## src/design/mstp_rx_pkg.sv

```systemverilog
// ---------------------------------------------------------------------------
// mstp_rx_pkg
// Shared widths, codes and CRC step functions for the MS/TP frame receiver.
// ---------------------------------------------------------------------------
`default_nettype none

package mstp_rx_pkg;

  localparam int unsigned MAX_DATA   = 512;
  localparam int unsigned IDX_W      = 10;
  localparam int unsigned OUT_DATA_W = 64;

  localparam logic [7:0]  PREAMBLE_1   = 8'h55;
  localparam logic [7:0]  PREAMBLE_2   = 8'hFF;
  localparam logic [7:0]  BROADCAST    = 8'hFF;
  localparam logic [7:0]  HCRC_INIT    = 8'hFF;
  localparam logic [7:0]  HCRC_RESIDUE = 8'h55;
  localparam logic [15:0] DCRC_INIT    = 16'hFFFF;
  localparam logic [15:0] DCRC_RESIDUE = 16'hF0B8;

  localparam logic [7:0]  RST_STATION  = 8'd0;
  localparam logic [9:0]  RST_MAX_LEN  = 10'd501;
  localparam logic [7:0]  RST_ABORT    = 8'd30;

  // event codes on the input side
  localparam logic [1:0] ACT_OCTET = 2'd0;
  localparam logic [1:0] ACT_ERROR = 2'd1;
  localparam logic [1:0] ACT_TICK  = 2'd2;

  // result kinds
  localparam logic [1:0] KIND_DATA    = 2'd0;
  localparam logic [1:0] KIND_VALID   = 2'd1;
  localparam logic [1:0] KIND_INVALID = 2'd2;

  // invalid frame causes
  localparam logic [2:0] CAUSE_TIMEOUT  = 3'd0;
  localparam logic [2:0] CAUSE_LINE     = 3'd1;
  localparam logic [2:0] CAUSE_HDR_CRC  = 3'd2;
  localparam logic [2:0] CAUSE_TOO_LONG = 3'd3;
  localparam logic [2:0] CAUSE_DATA_CRC = 3'd4;

  // configuration register indexes
  localparam logic [1:0] REG_STATION = 2'd0;
  localparam logic [1:0] REG_MAX_LEN = 2'd1;
  localparam logic [1:0] REG_ABORT   = 2'd2;

  // header crc-8, one octet per call
  function automatic logic [7:0] crc8_step(input logic [7:0] data, input logic [7:0] crc);
    logic [15:0] c;
    c = {8'd0, crc ^ data};
    c = c ^ (c << 1) ^ (c << 2) ^ (c << 3) ^ (c << 4) ^ (c << 5) ^ (c << 6) ^ (c << 7);
    return {c[7:1], c[8]};
  endfunction

  // reflected ccitt crc-16, one octet per call
  function automatic logic [15:0] crc16_step(input logic [7:0] data, input logic [15:0] crc);
    logic [19:0] lo;
    logic [19:0] r;
    lo = {12'd0, crc[7:0] ^ data};
    r  = {12'd0, crc[15:8]} ^ (lo << 8) ^ (lo << 3) ^ (lo << 12) ^ (lo >> 4)
       ^ {16'd0, lo[3:0]} ^ ({16'd0, lo[3:0]} << 7);
    return r[15:0];
  endfunction

endpackage

`default_nettype wire

```

## src/design/mstp_frame_receiver.sv

```systemverilog
// ---------------------------------------------------------------------------
// mstp_frame_receiver
// MS/TP receive state machine: preamble, header, data field and CRC checks.
// ---------------------------------------------------------------------------
// Usage:
//   in_*  : one UART event per beat, in_tuser = action (octet, line error,
//           silence tick), in_tdata = received octet.
//   out_* : at most one result per input beat: a data octet with its index,
//           a valid frame addressed to this station or broadcast, or an
//           invalid frame with its cause. Header fields ride along.
//   cfg_* : register writes (station address, max data length, abort ticks),
//           always ready, to be done while no frame is in progress.
// Timing: a result is registered into out_tdata/out_tuser in the cycle after the
//   input beat that caused it. Throughput: one input beat per cycle while in_tready
//   is high, set by the single CRC/state update between the state registers and
//   the output register.
// Stalls: in_tready drops only while a held result is not taken; a new beat
//   is accepted in the same cycle the held result leaves.
// Reset: rst_n low returns to idle with CRCs preset, header fields, silence
//   counter cleared and registers at their defaults; no result is pending.
// ---------------------------------------------------------------------------
`default_nettype none

module mstp_frame_receiver (
  input  wire logic        clk,
  input  wire logic        rst_n,
  input  wire logic        in_tvalid,
  output logic             in_tready,
  input  wire logic [7:0]  in_tdata,   // [7:0] octet
  input  wire logic [1:0]  in_tuser,   // [1:0] action
  output logic             out_tvalid,
  input  wire logic        out_tready,
  // [2:0] error_cause, [11:3] data_index, [19:12] data_octet, [27:20] frame_type,
  // [35:28] destination, [43:36] source, [59:44] data_length, [63:60] zero
  output logic [63:0]      out_tdata,
  output logic [1:0]       out_tuser,  // [1:0] kind
  input  wire logic        cfg_valid,
  output logic             cfg_ready,
  input  wire logic [1:0]  cfg_index,
  input  wire logic [9:0]  cfg_data
);

  localparam logic [1:0] PH_IDLE     = 2'd0;
  localparam logic [1:0] PH_PREAMBLE = 2'd1;
  localparam logic [1:0] PH_HEADER   = 2'd2;
  localparam logic [1:0] PH_DATA     = 2'd3;

  localparam logic [15:0] MAX_DATA_LEN = 16'(mstp_rx_pkg::MAX_DATA);
  localparam logic [mstp_rx_pkg::IDX_W-1:0] HDR_LAST =
    mstp_rx_pkg::IDX_W'(5);

  // configuration
  logic [7:0] station_r;
  logic [9:0] max_len_r;
  logic [7:0] abort_r;

  // receive state
  logic [1:0]                      phase_r, phase_nxt;
  logic [mstp_rx_pkg::IDX_W-1:0]   fidx_r, fidx_nxt;
  logic [7:0]                      hcrc_r, hcrc_nxt;
  logic [15:0]                     dcrc_r, dcrc_nxt;
  logic [7:0]                      ftype_r, ftype_nxt;
  logic [7:0]                      dest_r, dest_nxt;
  logic [7:0]                      src_r, src_nxt;
  logic [15:0]                     len_r, len_nxt;
  logic [7:0]                      sil_r, sil_nxt;

  // output register
  logic        out_valid_r;
  logic [1:0]  out_kind_r;
  logic [63:0] out_data_r;

  logic        in_fire;
  logic        emit;
  logic [1:0]  kind;
  logic [2:0]  cause;
  logic [8:0]  didx;
  logic [7:0]  doct;
  logic [7:0]  oct;
  logic [1:0]  action;
  logic [7:0]  hcrc_upd;
  logic [15:0] dcrc_upd;
  logic [7:0]  sil_inc;
  logic        for_us;
  logic [15:0] fidx_ext;

  assign cfg_ready  = 1'b1;
  assign in_tready  = !out_valid_r || out_tready;
  assign in_fire    = in_tvalid && in_tready;
  assign out_tvalid = out_valid_r;
  assign out_tdata  = out_data_r;
  assign out_tuser  = out_kind_r;

  assign oct      = in_tdata;
  assign action   = in_tuser;
  assign hcrc_upd = mstp_rx_pkg::crc8_step(oct, hcrc_r);
  assign dcrc_upd = mstp_rx_pkg::crc16_step(oct, dcrc_r);
  assign sil_inc  = (sil_r == 8'hFF) ? sil_r : sil_r + 8'd1;
  assign for_us   = (dest_r == station_r) || (dest_r == mstp_rx_pkg::BROADCAST);
  assign fidx_ext = {{(16 - mstp_rx_pkg::IDX_W){1'b0}}, fidx_r};

  always_comb begin
    phase_nxt = phase_r;
    fidx_nxt  = fidx_r;
    hcrc_nxt  = hcrc_r;
    dcrc_nxt  = dcrc_r;
    ftype_nxt = ftype_r;
    dest_nxt  = dest_r;
    src_nxt   = src_r;
    len_nxt   = len_r;
    sil_nxt   = sil_r;
    emit      = 1'b0;
    kind      = mstp_rx_pkg::KIND_DATA;
    cause     = mstp_rx_pkg::CAUSE_TIMEOUT;
    didx      = 9'd0;
    doct      = 8'd0;
    case (action)
      mstp_rx_pkg::ACT_TICK: begin
        sil_nxt = sil_inc;
        if (phase_r != PH_IDLE && sil_inc >= abort_r) begin
          phase_nxt = PH_IDLE;
          if (phase_r != PH_PREAMBLE) begin
            emit = 1'b1;
            kind = mstp_rx_pkg::KIND_INVALID;
          end
        end
      end
      mstp_rx_pkg::ACT_ERROR: begin
        sil_nxt   = 8'd0;
        phase_nxt = PH_IDLE;
        if (phase_r == PH_HEADER || phase_r == PH_DATA) begin
          emit  = 1'b1;
          kind  = mstp_rx_pkg::KIND_INVALID;
          cause = mstp_rx_pkg::CAUSE_LINE;
        end
      end
      mstp_rx_pkg::ACT_OCTET: begin
        sil_nxt = 8'd0;
        unique case (phase_r)
          PH_IDLE: begin
            if (oct == mstp_rx_pkg::PREAMBLE_1) phase_nxt = PH_PREAMBLE;
          end
          PH_PREAMBLE: begin
            if (oct == mstp_rx_pkg::PREAMBLE_2) begin
              fidx_nxt  = '0;
              hcrc_nxt  = mstp_rx_pkg::HCRC_INIT;
              phase_nxt = PH_HEADER;
            end else if (oct != mstp_rx_pkg::PREAMBLE_1) begin
              phase_nxt = PH_IDLE;
            end
          end
          PH_HEADER: begin
            hcrc_nxt = hcrc_upd;
            fidx_nxt = fidx_r + 1'b1;
            case (fidx_r)
              10'd0:   ftype_nxt = oct;
              10'd1:   dest_nxt  = oct;
              10'd2:   src_nxt   = oct;
              10'd3:   len_nxt   = {oct, 8'd0};
              10'd4:   len_nxt   = {len_r[15:8], oct};
              default: begin
                // header crc octet: check and decide
                fidx_nxt  = fidx_r;
                phase_nxt = PH_IDLE;
                if (hcrc_upd != mstp_rx_pkg::HCRC_RESIDUE) begin
                  emit  = 1'b1;
                  kind  = mstp_rx_pkg::KIND_INVALID;
                  cause = mstp_rx_pkg::CAUSE_HDR_CRC;
                end else if (len_r == 16'd0) begin
                  emit = for_us;
                  kind = mstp_rx_pkg::KIND_VALID;
                end else if (len_r > {6'd0, max_len_r} || len_r > MAX_DATA_LEN) begin
                  emit  = 1'b1;
                  kind  = mstp_rx_pkg::KIND_INVALID;
                  cause = mstp_rx_pkg::CAUSE_TOO_LONG;
                end else begin
                  fidx_nxt  = '0;
                  dcrc_nxt  = mstp_rx_pkg::DCRC_INIT;
                  phase_nxt = PH_DATA;
                end
              end
            endcase
          end
          PH_DATA: begin
            dcrc_nxt = dcrc_upd;
            if (fidx_ext < len_r) begin
              fidx_nxt = fidx_r + 1'b1;
              emit     = 1'b1;
              kind     = mstp_rx_pkg::KIND_DATA;
              didx     = fidx_r[8:0];
              doct     = oct;
            end else if (fidx_ext == len_r) begin
              fidx_nxt = fidx_r + 1'b1;
            end else begin
              phase_nxt = PH_IDLE;
              if (dcrc_upd != mstp_rx_pkg::DCRC_RESIDUE) begin
                emit  = 1'b1;
                kind  = mstp_rx_pkg::KIND_INVALID;
                cause = mstp_rx_pkg::CAUSE_DATA_CRC;
              end else begin
                emit = for_us;
                kind = mstp_rx_pkg::KIND_VALID;
              end
            end
          end
          default: phase_nxt = PH_IDLE;
        endcase
      end
      default: ;
    endcase
  end

  always_ff @(posedge clk) begin
    if (!rst_n) begin
      station_r <= mstp_rx_pkg::RST_STATION;
      max_len_r <= mstp_rx_pkg::RST_MAX_LEN;
      abort_r   <= mstp_rx_pkg::RST_ABORT;
    end else if (cfg_valid && cfg_ready) begin
      unique case (cfg_index)
        mstp_rx_pkg::REG_STATION: station_r <= cfg_data[7:0];
        mstp_rx_pkg::REG_MAX_LEN: max_len_r <= cfg_data;
        mstp_rx_pkg::REG_ABORT:   abort_r   <= cfg_data[7:0];
        default: ;
      endcase
    end
  end

  always_ff @(posedge clk) begin
    if (!rst_n) begin
      phase_r <= PH_IDLE;
      fidx_r  <= '0;
      hcrc_r  <= mstp_rx_pkg::HCRC_INIT;
      dcrc_r  <= mstp_rx_pkg::DCRC_INIT;
      ftype_r <= 8'd0;
      dest_r  <= 8'd0;
      src_r   <= 8'd0;
      len_r   <= 16'd0;
      sil_r   <= 8'd0;
    end else if (in_fire) begin
      phase_r <= phase_nxt;
      fidx_r  <= fidx_nxt;
      hcrc_r  <= hcrc_nxt;
      dcrc_r  <= dcrc_nxt;
      ftype_r <= ftype_nxt;
      dest_r  <= dest_nxt;
      src_r   <= src_nxt;
      len_r   <= len_nxt;
      sil_r   <= sil_nxt;
    end
  end

  always_ff @(posedge clk) begin
    if (!rst_n) begin
      out_valid_r <= 1'b0;
    end else if (in_fire) begin
      out_valid_r <= emit;
    end else if (out_tready) begin
      out_valid_r <= 1'b0;
    end
  end

  // header values as they stand after this beat
  always_ff @(posedge clk) begin
    if (in_fire && emit) begin
      out_kind_r <= kind;
      out_data_r <= {4'd0, len_nxt, src_nxt, dest_nxt, ftype_nxt, doct, didx, cause};
    end
  end

  a_kind_legal: assert property (@(posedge clk) disable iff (!rst_n)
    out_valid_r |-> (out_kind_r == mstp_rx_pkg::KIND_DATA ||
                     out_kind_r == mstp_rx_pkg::KIND_VALID ||
                     out_kind_r == mstp_rx_pkg::KIND_INVALID))
    else $error("illegal result kind");

  a_cause_only_invalid: assert property (@(posedge clk) disable iff (!rst_n)
    (out_valid_r && out_kind_r != mstp_rx_pkg::KIND_INVALID) |-> (out_data_r[2:0] == 3'd0))
    else $error("error cause on a non-invalid result");

  a_data_len_bound: assert property (@(posedge clk) disable iff (!rst_n)
    (phase_r == PH_DATA) |-> (len_r != 16'd0 && len_r <= MAX_DATA_LEN &&
                              fidx_ext <= len_r + 16'd1))
    else $error("data phase with out-of-range length or index");

  a_hdr_index: assert property (@(posedge clk) disable iff (!rst_n)
    (phase_r == PH_HEADER) |-> (fidx_r <= HDR_LAST))
    else $error("header index past crc octet");

  a_data_index_order: assert property (@(posedge clk) disable iff (!rst_n)
    (in_fire && emit && kind == mstp_rx_pkg::KIND_DATA) |=>
      (out_data_r[11:3] == $past(fidx_r[8:0]) && phase_r == PH_DATA))
    else $error("data beat index mismatch");

endmodule

`default_nettype wire
```

## config.mk

```make
export PLATFORM = sky130hd
export DESIGN_NAME = mstp_frame_receiver
export DESIGN_NICKNAME = d
export VERILOG_FILES = /design/src/design/mstp_rx_pkg.sv /design/src/design/mstp_frame_receiver.sv
export SDC_FILE = /design/constraint.sdc
export NUM_CORES = 1
export LEC_CHECK = 0
export ABC_CLOCK_PERIOD_IN_PS = 13900
export BUFFER_PORTS_ARGS = -buffer_cell sky130_fd_sc_hd__buf_2
export CAP_MARGIN = 20
export CORE_ASPECT_RATIO = 1.75
export CORE_MARGIN = 5
export CORE_UTILIZATION = 35
export CTS_BUF_LIST = sky130_fd_sc_hd__clkbuf_2 sky130_fd_sc_hd__clkbuf_4 sky130_fd_sc_hd__clkbuf_8
export CTS_CLUSTER_DIAMETER = 100
export CTS_CLUSTER_SIZE = 12
export DETAILED_ROUTE_END_ITERATION = 6
export SLEW_MARGIN = 25
export SYNTH_ARGS = -nofsm -noshare
export SYNTH_HDL_FRONTEND = slang
export SYNTH_SLANG_ARGS = --single-unit
export TNS_END_PERCENT = 20
```

## constraint.sdc

```tcl
create_clock -name clk -period 13.9 [get_ports clk]
set_clock_uncertainty 0.05 [all_clocks]
set_input_delay 0 -clock clk [delete_from_list [all_inputs] [get_ports clk]]
set_output_delay 0 -clock clk [all_outputs]
set_load 0.005 [all_outputs]
```

==> results of run 1 <==
routing by layer:
metal / up-vias / global-route usage, % / routed length, um
met3: 39 / 3.21 / 762
met2: 128 / 28.9 / 12100
met4: 0 / 7.32 / 783
li1: 3334 / - / -
met5: - / 0 / 0
met1: 3210 / 18.3 / 9240
power breakdown:
group,internal (W),total (W),switching (W)
Sequential,0.000523,0.000525,0.00000199
Clock,0.000165,0.000369,0.000203
Combinational,0.0000268,0.0000701,0.0000432
Total,0.000715,0.000964,0.000249
repair_timing:
item	in CTS	in global routing
endpoints found under the setup margin	0	0
hold endpoints to repair	75	0
hold buffers	30	0
resized for setup	0	0
worst max-delay path by stage:
stage	start	end	cells after the start
CTS	sil_r[0]	out_tdata[15]	14
floorplan	sil_r[3]	out_tdata[0]	13
global route	sil_r[0]	out_tdata[45]	14
global placement	sil_r[0]	out_tuser[0]	14
finish	sil_r[0]	out_tuser[0]	14
detailed placement	sil_r[0]	out_tdata[1]	14
through the flow:
stage	total power (W)	cells	hold WS (ps)	instance area [um^2]	worst slack, ps
after detailed placement	0.000601	1248	217	9510	10130
after CTS	0.000977	1310	113	10200	10100
after global placement	0.000601	1248	211	9500	10220
after global routing	0.00100	1310	171	10200	9770
after floorplan	0.000582	891	74.0	8850	8110
final	0.000964	1310	151	10200	10130
registers in the layout, indices dropped and copies added (netlist names):
register / flops
fidx_r: 10
sil_r: 8
out_tuser: 2
abort_r: 8
out_tvalid: 1
src_r: 8
max_len_r: 10
ftype_r: 8
hcrc_r: 8
dest_r: 8
len_r: 16
out_tdata: 60
dcrc_r: 16
phase_r: 2
station_r: 8
logic make-up (layout without fill, tap and decap cells):
kind of cell    Yosys count  after routing  share of synthesized area (%)
compound gates          140            140                           11.2
xor+xnor                 61             61                           6.04
fa+ha+maj                34             34                           4.81
buf+inv                  92            195                           4.40
flops                   173            173                           46.2
mux                      80             80                           9.54
other cells               2              5                         0.0850
simple gates            306            306                           17.7
worst max-delay path, cell delays in order, from the launching register on:
cell and delay [ps]:
dfxtp_1 420, ha_1 240, nand3_1 90, nor2_1 340, nor2_1 170, nand3_1 130
xnor2_1 100, ha_1 310, o2111ai_1 110, o211a_1 240, o22ai_1 130, nand2_1 70
o21a_1 170, a21oi_4 120, buf_4 650
Yosys cell counts (all sizes together), types with 11 or more instances:
cell	number	area share, %
a21oi	20	1.1
mux2	34	4.3
and2	25	1.8
nor2	101	4.3
nand2	68	3.0
a22oi	14	1.2
edfxtp	62	21
inv	36	1.5
ha	34	4.8
nand4	11	0.78
a31oi	14	0.99
and3	12	0.85
buf	17	1.2
xnor2	36	3.6
dfxtp	111	25
xor2	25	2.5
clkbuf	38	1.6
o21ai	23	1.3
nor3	22	1.4
mux2i	46	5.2
nand3	23	1.9
cell type report:
cell class / count / area, um^2
Multi-Input combinational cell: 626 / 4400
Fill cell: 2446 / 14900
Timing Repair Buffer: 126 / 796
Clock buffer: 17 / 234
Sequential cell: 173 / 4080
Tap cell: 316 / 395
Clock inverter: 15 / 183
Inverter: 37 / 139
==> summary.txt, run 1 <==
Logic synthesis
  • Portion of the post-synthesis area used by sequential elements: 46.2%
  • Synthesis warning total: 0
  • EDFF count, synth: 62
  • Mapped Cells: 888
  • Netlist area before placement: ~8800 um^2
  • Post-synth ARST share: 0%
  • Number of library cell types mapped by synthesis: 74
  • Synthesis-stage register bit count: 173
  • Avg Inst Size Synth: 9.95 um^2
  • Most used flip-flop cell after synthesis: dfxtp_1

Power
  • Power per standard cell area: about 94 nW/um^2
  • Total leakage power: 4.49 nW
  • Max VDD drop: 0.0458 mV

STA
  • FMAX: approximately 270 MHz
  • RSZ-0062 raised after global routing: no
  • Count of endpoints failing setup in the final report: 0
  • Final hold violations: 0
  • Slew Limit Headroom: 36.0%
  • Share of the clock period used by the worst path: 27.1%
  • Min Tclk post-route: 3770 ps
  • Transition time at the pin with the least slew margin: 960 ps
  • Aggregate negative setup slack: 0 ps
  • Final Slew Violations: 0

Hold path
  • Startpoint of the worst hold path: cfg_index[1]
  • Worst hold path class: in -> reg
  • Hold path endpoint: abort_r[1]
  • Number of cells on the worst hold path: 4

Worst setup path
  • Worst Setup Path Type: reg -> reg
  • FF-to-FF Start: sil_r[0]
  • Worst Reg-to-Reg Cells: 14
  • Type of element capturing the critical path: flip-flop
  • Critical path data arrival time: 3850 ps
  • End of the worst register-to-register path: out_tuser[0]
  • Data required time of the worst path: around 14000 ps
  • Reg2reg setup slack: between 10000 and 15000 ps
  • Largest fanout on the critical path: 62
  • Nature of the critical path startpoint: flip-flop

Outcome
  • Result of the run: finished, final reports clean

Global route
  • Number of global-route vias before repair: 6435
  • Grt ovf: 0
  • Number of antenna violations at the first check in global routing: 0
  • Largest net degree at the start of global routing: 87
  • Total global routing track utilization: 16.2%
  • Global-route wire length before repair: 35.4 mm

Floorplan
  • Die Y: approximately 220 um
  • Initial core utilization: 35.2%
  • DIE AREA: 28700 um^2
  • Die Span X: 130 um
  • Std-Cell Core Area: about 25000 um^2
  • Io pins: 96
  • Count of standard-cell rows: 77

Finish
  • Area growth from synthesis to final layout: 15.7%
  • Final Net Count: 1042
  • Layout cell share with drive strength beyond 1: between 10% and 20%
  • Most frequent standard cell in the layout excluding fill and tap cells: dfxtp_1
  • Antenna diodes: 0
  • Post-layout util: 40.7%
  • Commonest cells after routing, fill and taps aside: dfxtp_1, nor2_1, buf_2

Clocking
  • Clock buffers created by TritonCTS: 17
  • Count of clock tree sinks: 173
  • Clk Latency, worst-skew pair: 500 ps
  • # Post-CTS Setup Buffers: 0
  • Clk root buf: clkbuf_8
  • Number of buffers on the longest clock path: 2
  • Clock Pin Slew Worst Setup and Hold Paths: 100 ps
  • Clock tree from TritonCTS: built
  • Number of levels the H-tree was split into: 4

Detailed routing
  • Drt pass-1 iters: 5
  • Detailed Route Iter0 Violations: 459
  • Final antenna-violating net count: 0
  • Final routed DRC violation total: 0
  • Wire length per cell: 17.4 um
  • Detailed Route WL: 22.8 mm
  • Via Count: 6711
  • Vias per inst: 5.12

Place
  • IO Port Bufs: 90
  • HPWL after detailed placement: 16.3 mm
  • GPL Wtd Cong: 0.858

Flow run
  • Max capacitance violation total: 0
(Power assumes the default switching activity.)
==> inputs of run 2 (changes only) <==
--- a/config.mk
+++ b/config.mk
@@ -5,7 +5,7 @@
 export SDC_FILE = /design/constraint.sdc
 export NUM_CORES = 1
 export LEC_CHECK = 0
-export ABC_CLOCK_PERIOD_IN_PS = 13900
+export ABC_CLOCK_PERIOD_IN_PS = 3600
 export BUFFER_PORTS_ARGS = -buffer_cell sky130_fd_sc_hd__buf_2
 export CAP_MARGIN = 20
 export CORE_ASPECT_RATIO = 1.75
==> constraint.sdc (replaced) <==
create_clock -name clk -period 3.6 [get_ports clk]
set_clock_uncertainty 0.05 [all_clocks]
set_input_delay 0 -clock clk [delete_from_list [all_inputs] [get_ports clk]]
set_output_delay 0 -clock clk [all_outputs]
set_load 0.005 [all_outputs]
==> summary.txt, run 2 (synthesis gave the netlist of run 1 again) <==
STA
  • Slew Limit Headroom: 45.5% (+9.4 points)
  • RSZ-0062 raised after global routing: no
  • Minimum setup slack in the final design: 345 ps (-9790 ps)
  • Share of the clock period used by the worst path: 90.4% (+63 points)
  • Final hold violations: 0 (unchanged)
  • Final Slew Violations: 0 (unchanged)
  • Min Tclk post-route: 3260 ps (-510 ps)
  • Aggregate negative setup slack: 0 ps (unchanged)
  • FMAX: 307 MHz (+16%)
  • Transition time at the pin with the least slew margin: 818 ps (-141 ps)
  • Count of endpoints failing setup in the final report: 0 (unchanged)

Hold path
  • Worst hold path class: in -> reg
  • Number of cells on the worst hold path: 4 (unchanged)
  • Startpoint of the worst hold path: in_tdata[6]
  • Hold path endpoint: ftype_r[6]

Clocking
  • Number of levels the H-tree was split into: 4 (unchanged)
  • Clock tree from TritonCTS: built
  • Clock buffers created by TritonCTS: 17 (unchanged)
  • Clk root buf: clkbuf_8
  • # Post-CTS Setup Buffers: 0 (unchanged)
  • Number of buffers on the longest clock path: 2 (unchanged)
  • Count of clock tree sinks: 173 (unchanged)
  • Count of instances resized after the clock tree is built: 0 (unchanged)
  • Clk Latency, worst-skew pair: 490 ps (about the same)
  • Clock Pin Slew Worst Setup and Hold Paths: 100 ps (about the same)

Place
  • Place WS: 361 ps (-9770 ps)
  • HPWL after detailed placement: 17.8 mm (+9.5%)
  • GPL Wtd Cong: 0.857 (about the same)
  • IO Port Bufs: 90 (unchanged)

Finish
  • Final Net Count: 1046 (+0.38%)
  • Footprint of the multi-input gates: 4410 um^2 (+0.31%)
  • Flip-flop count of the largest register, all copies and words added: 60 (unchanged)
  • Area growth from synthesis to final layout: 16.2%
  • Post-layout util: 40.9% (+0.19 points)
  • Filler cell count in the final layout: 2447 (+0.041%)
  • Layout cell share with drive strength beyond 1: 16.2% (+1.1 points)
  • Most frequent standard cell in the layout excluding fill and tap cells: dfxtp_1
  • Commonest cells after routing, fill and taps aside: dfxtp_1, nor2_1, buf_2
  • Register Area: 4090 um^2 (about the same)

Detailed routing
  • Final antenna-violating net count: 0 (unchanged)
  • Wire length per cell: 18.3 um (+4.9%)
  • Vias per inst: 5.23 (+2.1%)
  • Drt pass-1 iters: 5 (unchanged)
  • Final routed DRC violation total: 0 (unchanged)
  • Detailed Route Iter0 Violations: 391 (-15%)
  • Via Count: 6875 (+2.4%)
  • Detailed Route WL: 24.1 mm (+5.3%)

Worst setup path
  • Largest fanout on the critical path: 58 (-6.5%)
  • Data required time of the worst path: 3710 ps (-10270 ps)
  • FF-to-FF Start: sil_r[1]
  • Worst Reg-to-Reg Cells: 14 (unchanged)
  • End of the worst register-to-register path: out_tdata[33]
  • Critical path data arrival time: 3370 ps (-480 ps)
  • Nature of the critical path startpoint: flip-flop
  • Type of element capturing the critical path: flip-flop
  • Worst Setup Path Type: reg -> reg
  • Reg2reg setup slack: 340 ps (-9790 ps)

Floorplan
  • Die Span X: 130 um (unchanged)
  • Initial core utilization: 35.2% (unchanged)
  • DIE AREA: 28700 um^2 (unchanged)
  • Io pins: 96 (unchanged)
  • Std-Cell Core Area: 25100 um^2 (unchanged)
  • Die Y: 220 um (unchanged)
  • Count of standard-cell rows: 77 (unchanged)

Global route
  • Grt ovf: 0 (unchanged)
  • Number of antenna violations at the first check in global routing: 0 (unchanged)
  • Largest net degree at the start of global routing: 59 (-32%)
  • Number of global-route vias before repair: 6865 (+6.7%)
  • Global-route wire length before repair: 36.9 mm (+4.3%)
  • Total global routing track utilization: 16.9% (+0.74 points)

Flow run
  • Max capacitance violation total: 0 (unchanged)

Power
  • Power per standard cell area: 366 nW/um^2 (+290%)
  • Total leakage power: 4.53 nW (+0.86%)
  • Max VDD drop: 0.226 mV (+390%)

Outcome
  • Result of the run: finished, final reports clean
[run 2: stage by stage]
step	hold WS [ps]	instances	power, W	cell area [um^2]
floorplan	74.0	891	0.00225	8890
global placement	213	1257	0.00233	9610
detailed placement	224	1257	0.00233	9610
CTS	2.64	1314	0.00380	10300
global route	21.0	1314	0.00389	10300
finish	24.4	1315	0.00376	10300
[run 2: report_power, final]
group	total, W	switching [W]	internal [W]	leakage, nW
Sequential	0.00203	0.00000682	0.00202	1.58
Clock	0.00146	0.000754	0.000706	0.206
Combinational	0.000278	0.000175	0.000103	2.74
Total	0.00376	0.000936	0.00283	4.53
[run 2: worst max-delay path, stage by stage (launching register included)]
cell,delay [ps]
dfxtp_1,390
ha_2,240
nand3_2,100
nor2_4,210
nor2_1,110
nand2_1,100
xnor2_1,70
ha_1,300
o2111ai_1,110
o211a_1,250
o22ai_1,130
nand2_1,70
o21a_1,160
a21oi_4,260
buf_12,320
[run 2: per-layer routing]
layer,wire [um],track usage (%),up-vias
met2,13200,32.2,188
met4,1080,8.91,0
li1,-,-,3349
met3,1010,2.85,62
met1,8790,17.2,3276
met5,0,0,-
[run 2: timing repair]
item / in CTS / in global routing
setup endpoints to repair: 0 / 0
hold buffers: 25 / 0
endpoints found under the hold margin: 49 / 0
[run 2: area by class of cell]
class / count / area share [%]
inverter: 37 / 1.35
timing repair buffer: 130 / 8.04
tap: 316 / 3.85
clock inverter: 14 / 1.72
sequential: 173 / 39.8
clock buffer: 18 / 2.35
antenna: 1 / 0.0244
multi-input combinational: 626 / 42.9
[run 2: worst max path at each step]
stage	startpoint	end	slack (ps)	depth (start not counted)
global route	sil_r[1]	out_tdata[59]	130	13
finish	sil_r[1]	out_tdata[33]	340	14
global placement	sil_r[1]	out_tdata[34]	400	14
CTS	sil_r[1]	out_tdata[59]	330	14
detailed placement	sil_r[1]	out_tdata[30]	360	14
floorplan	sil_r[1]	out_tdata[0]	20	11
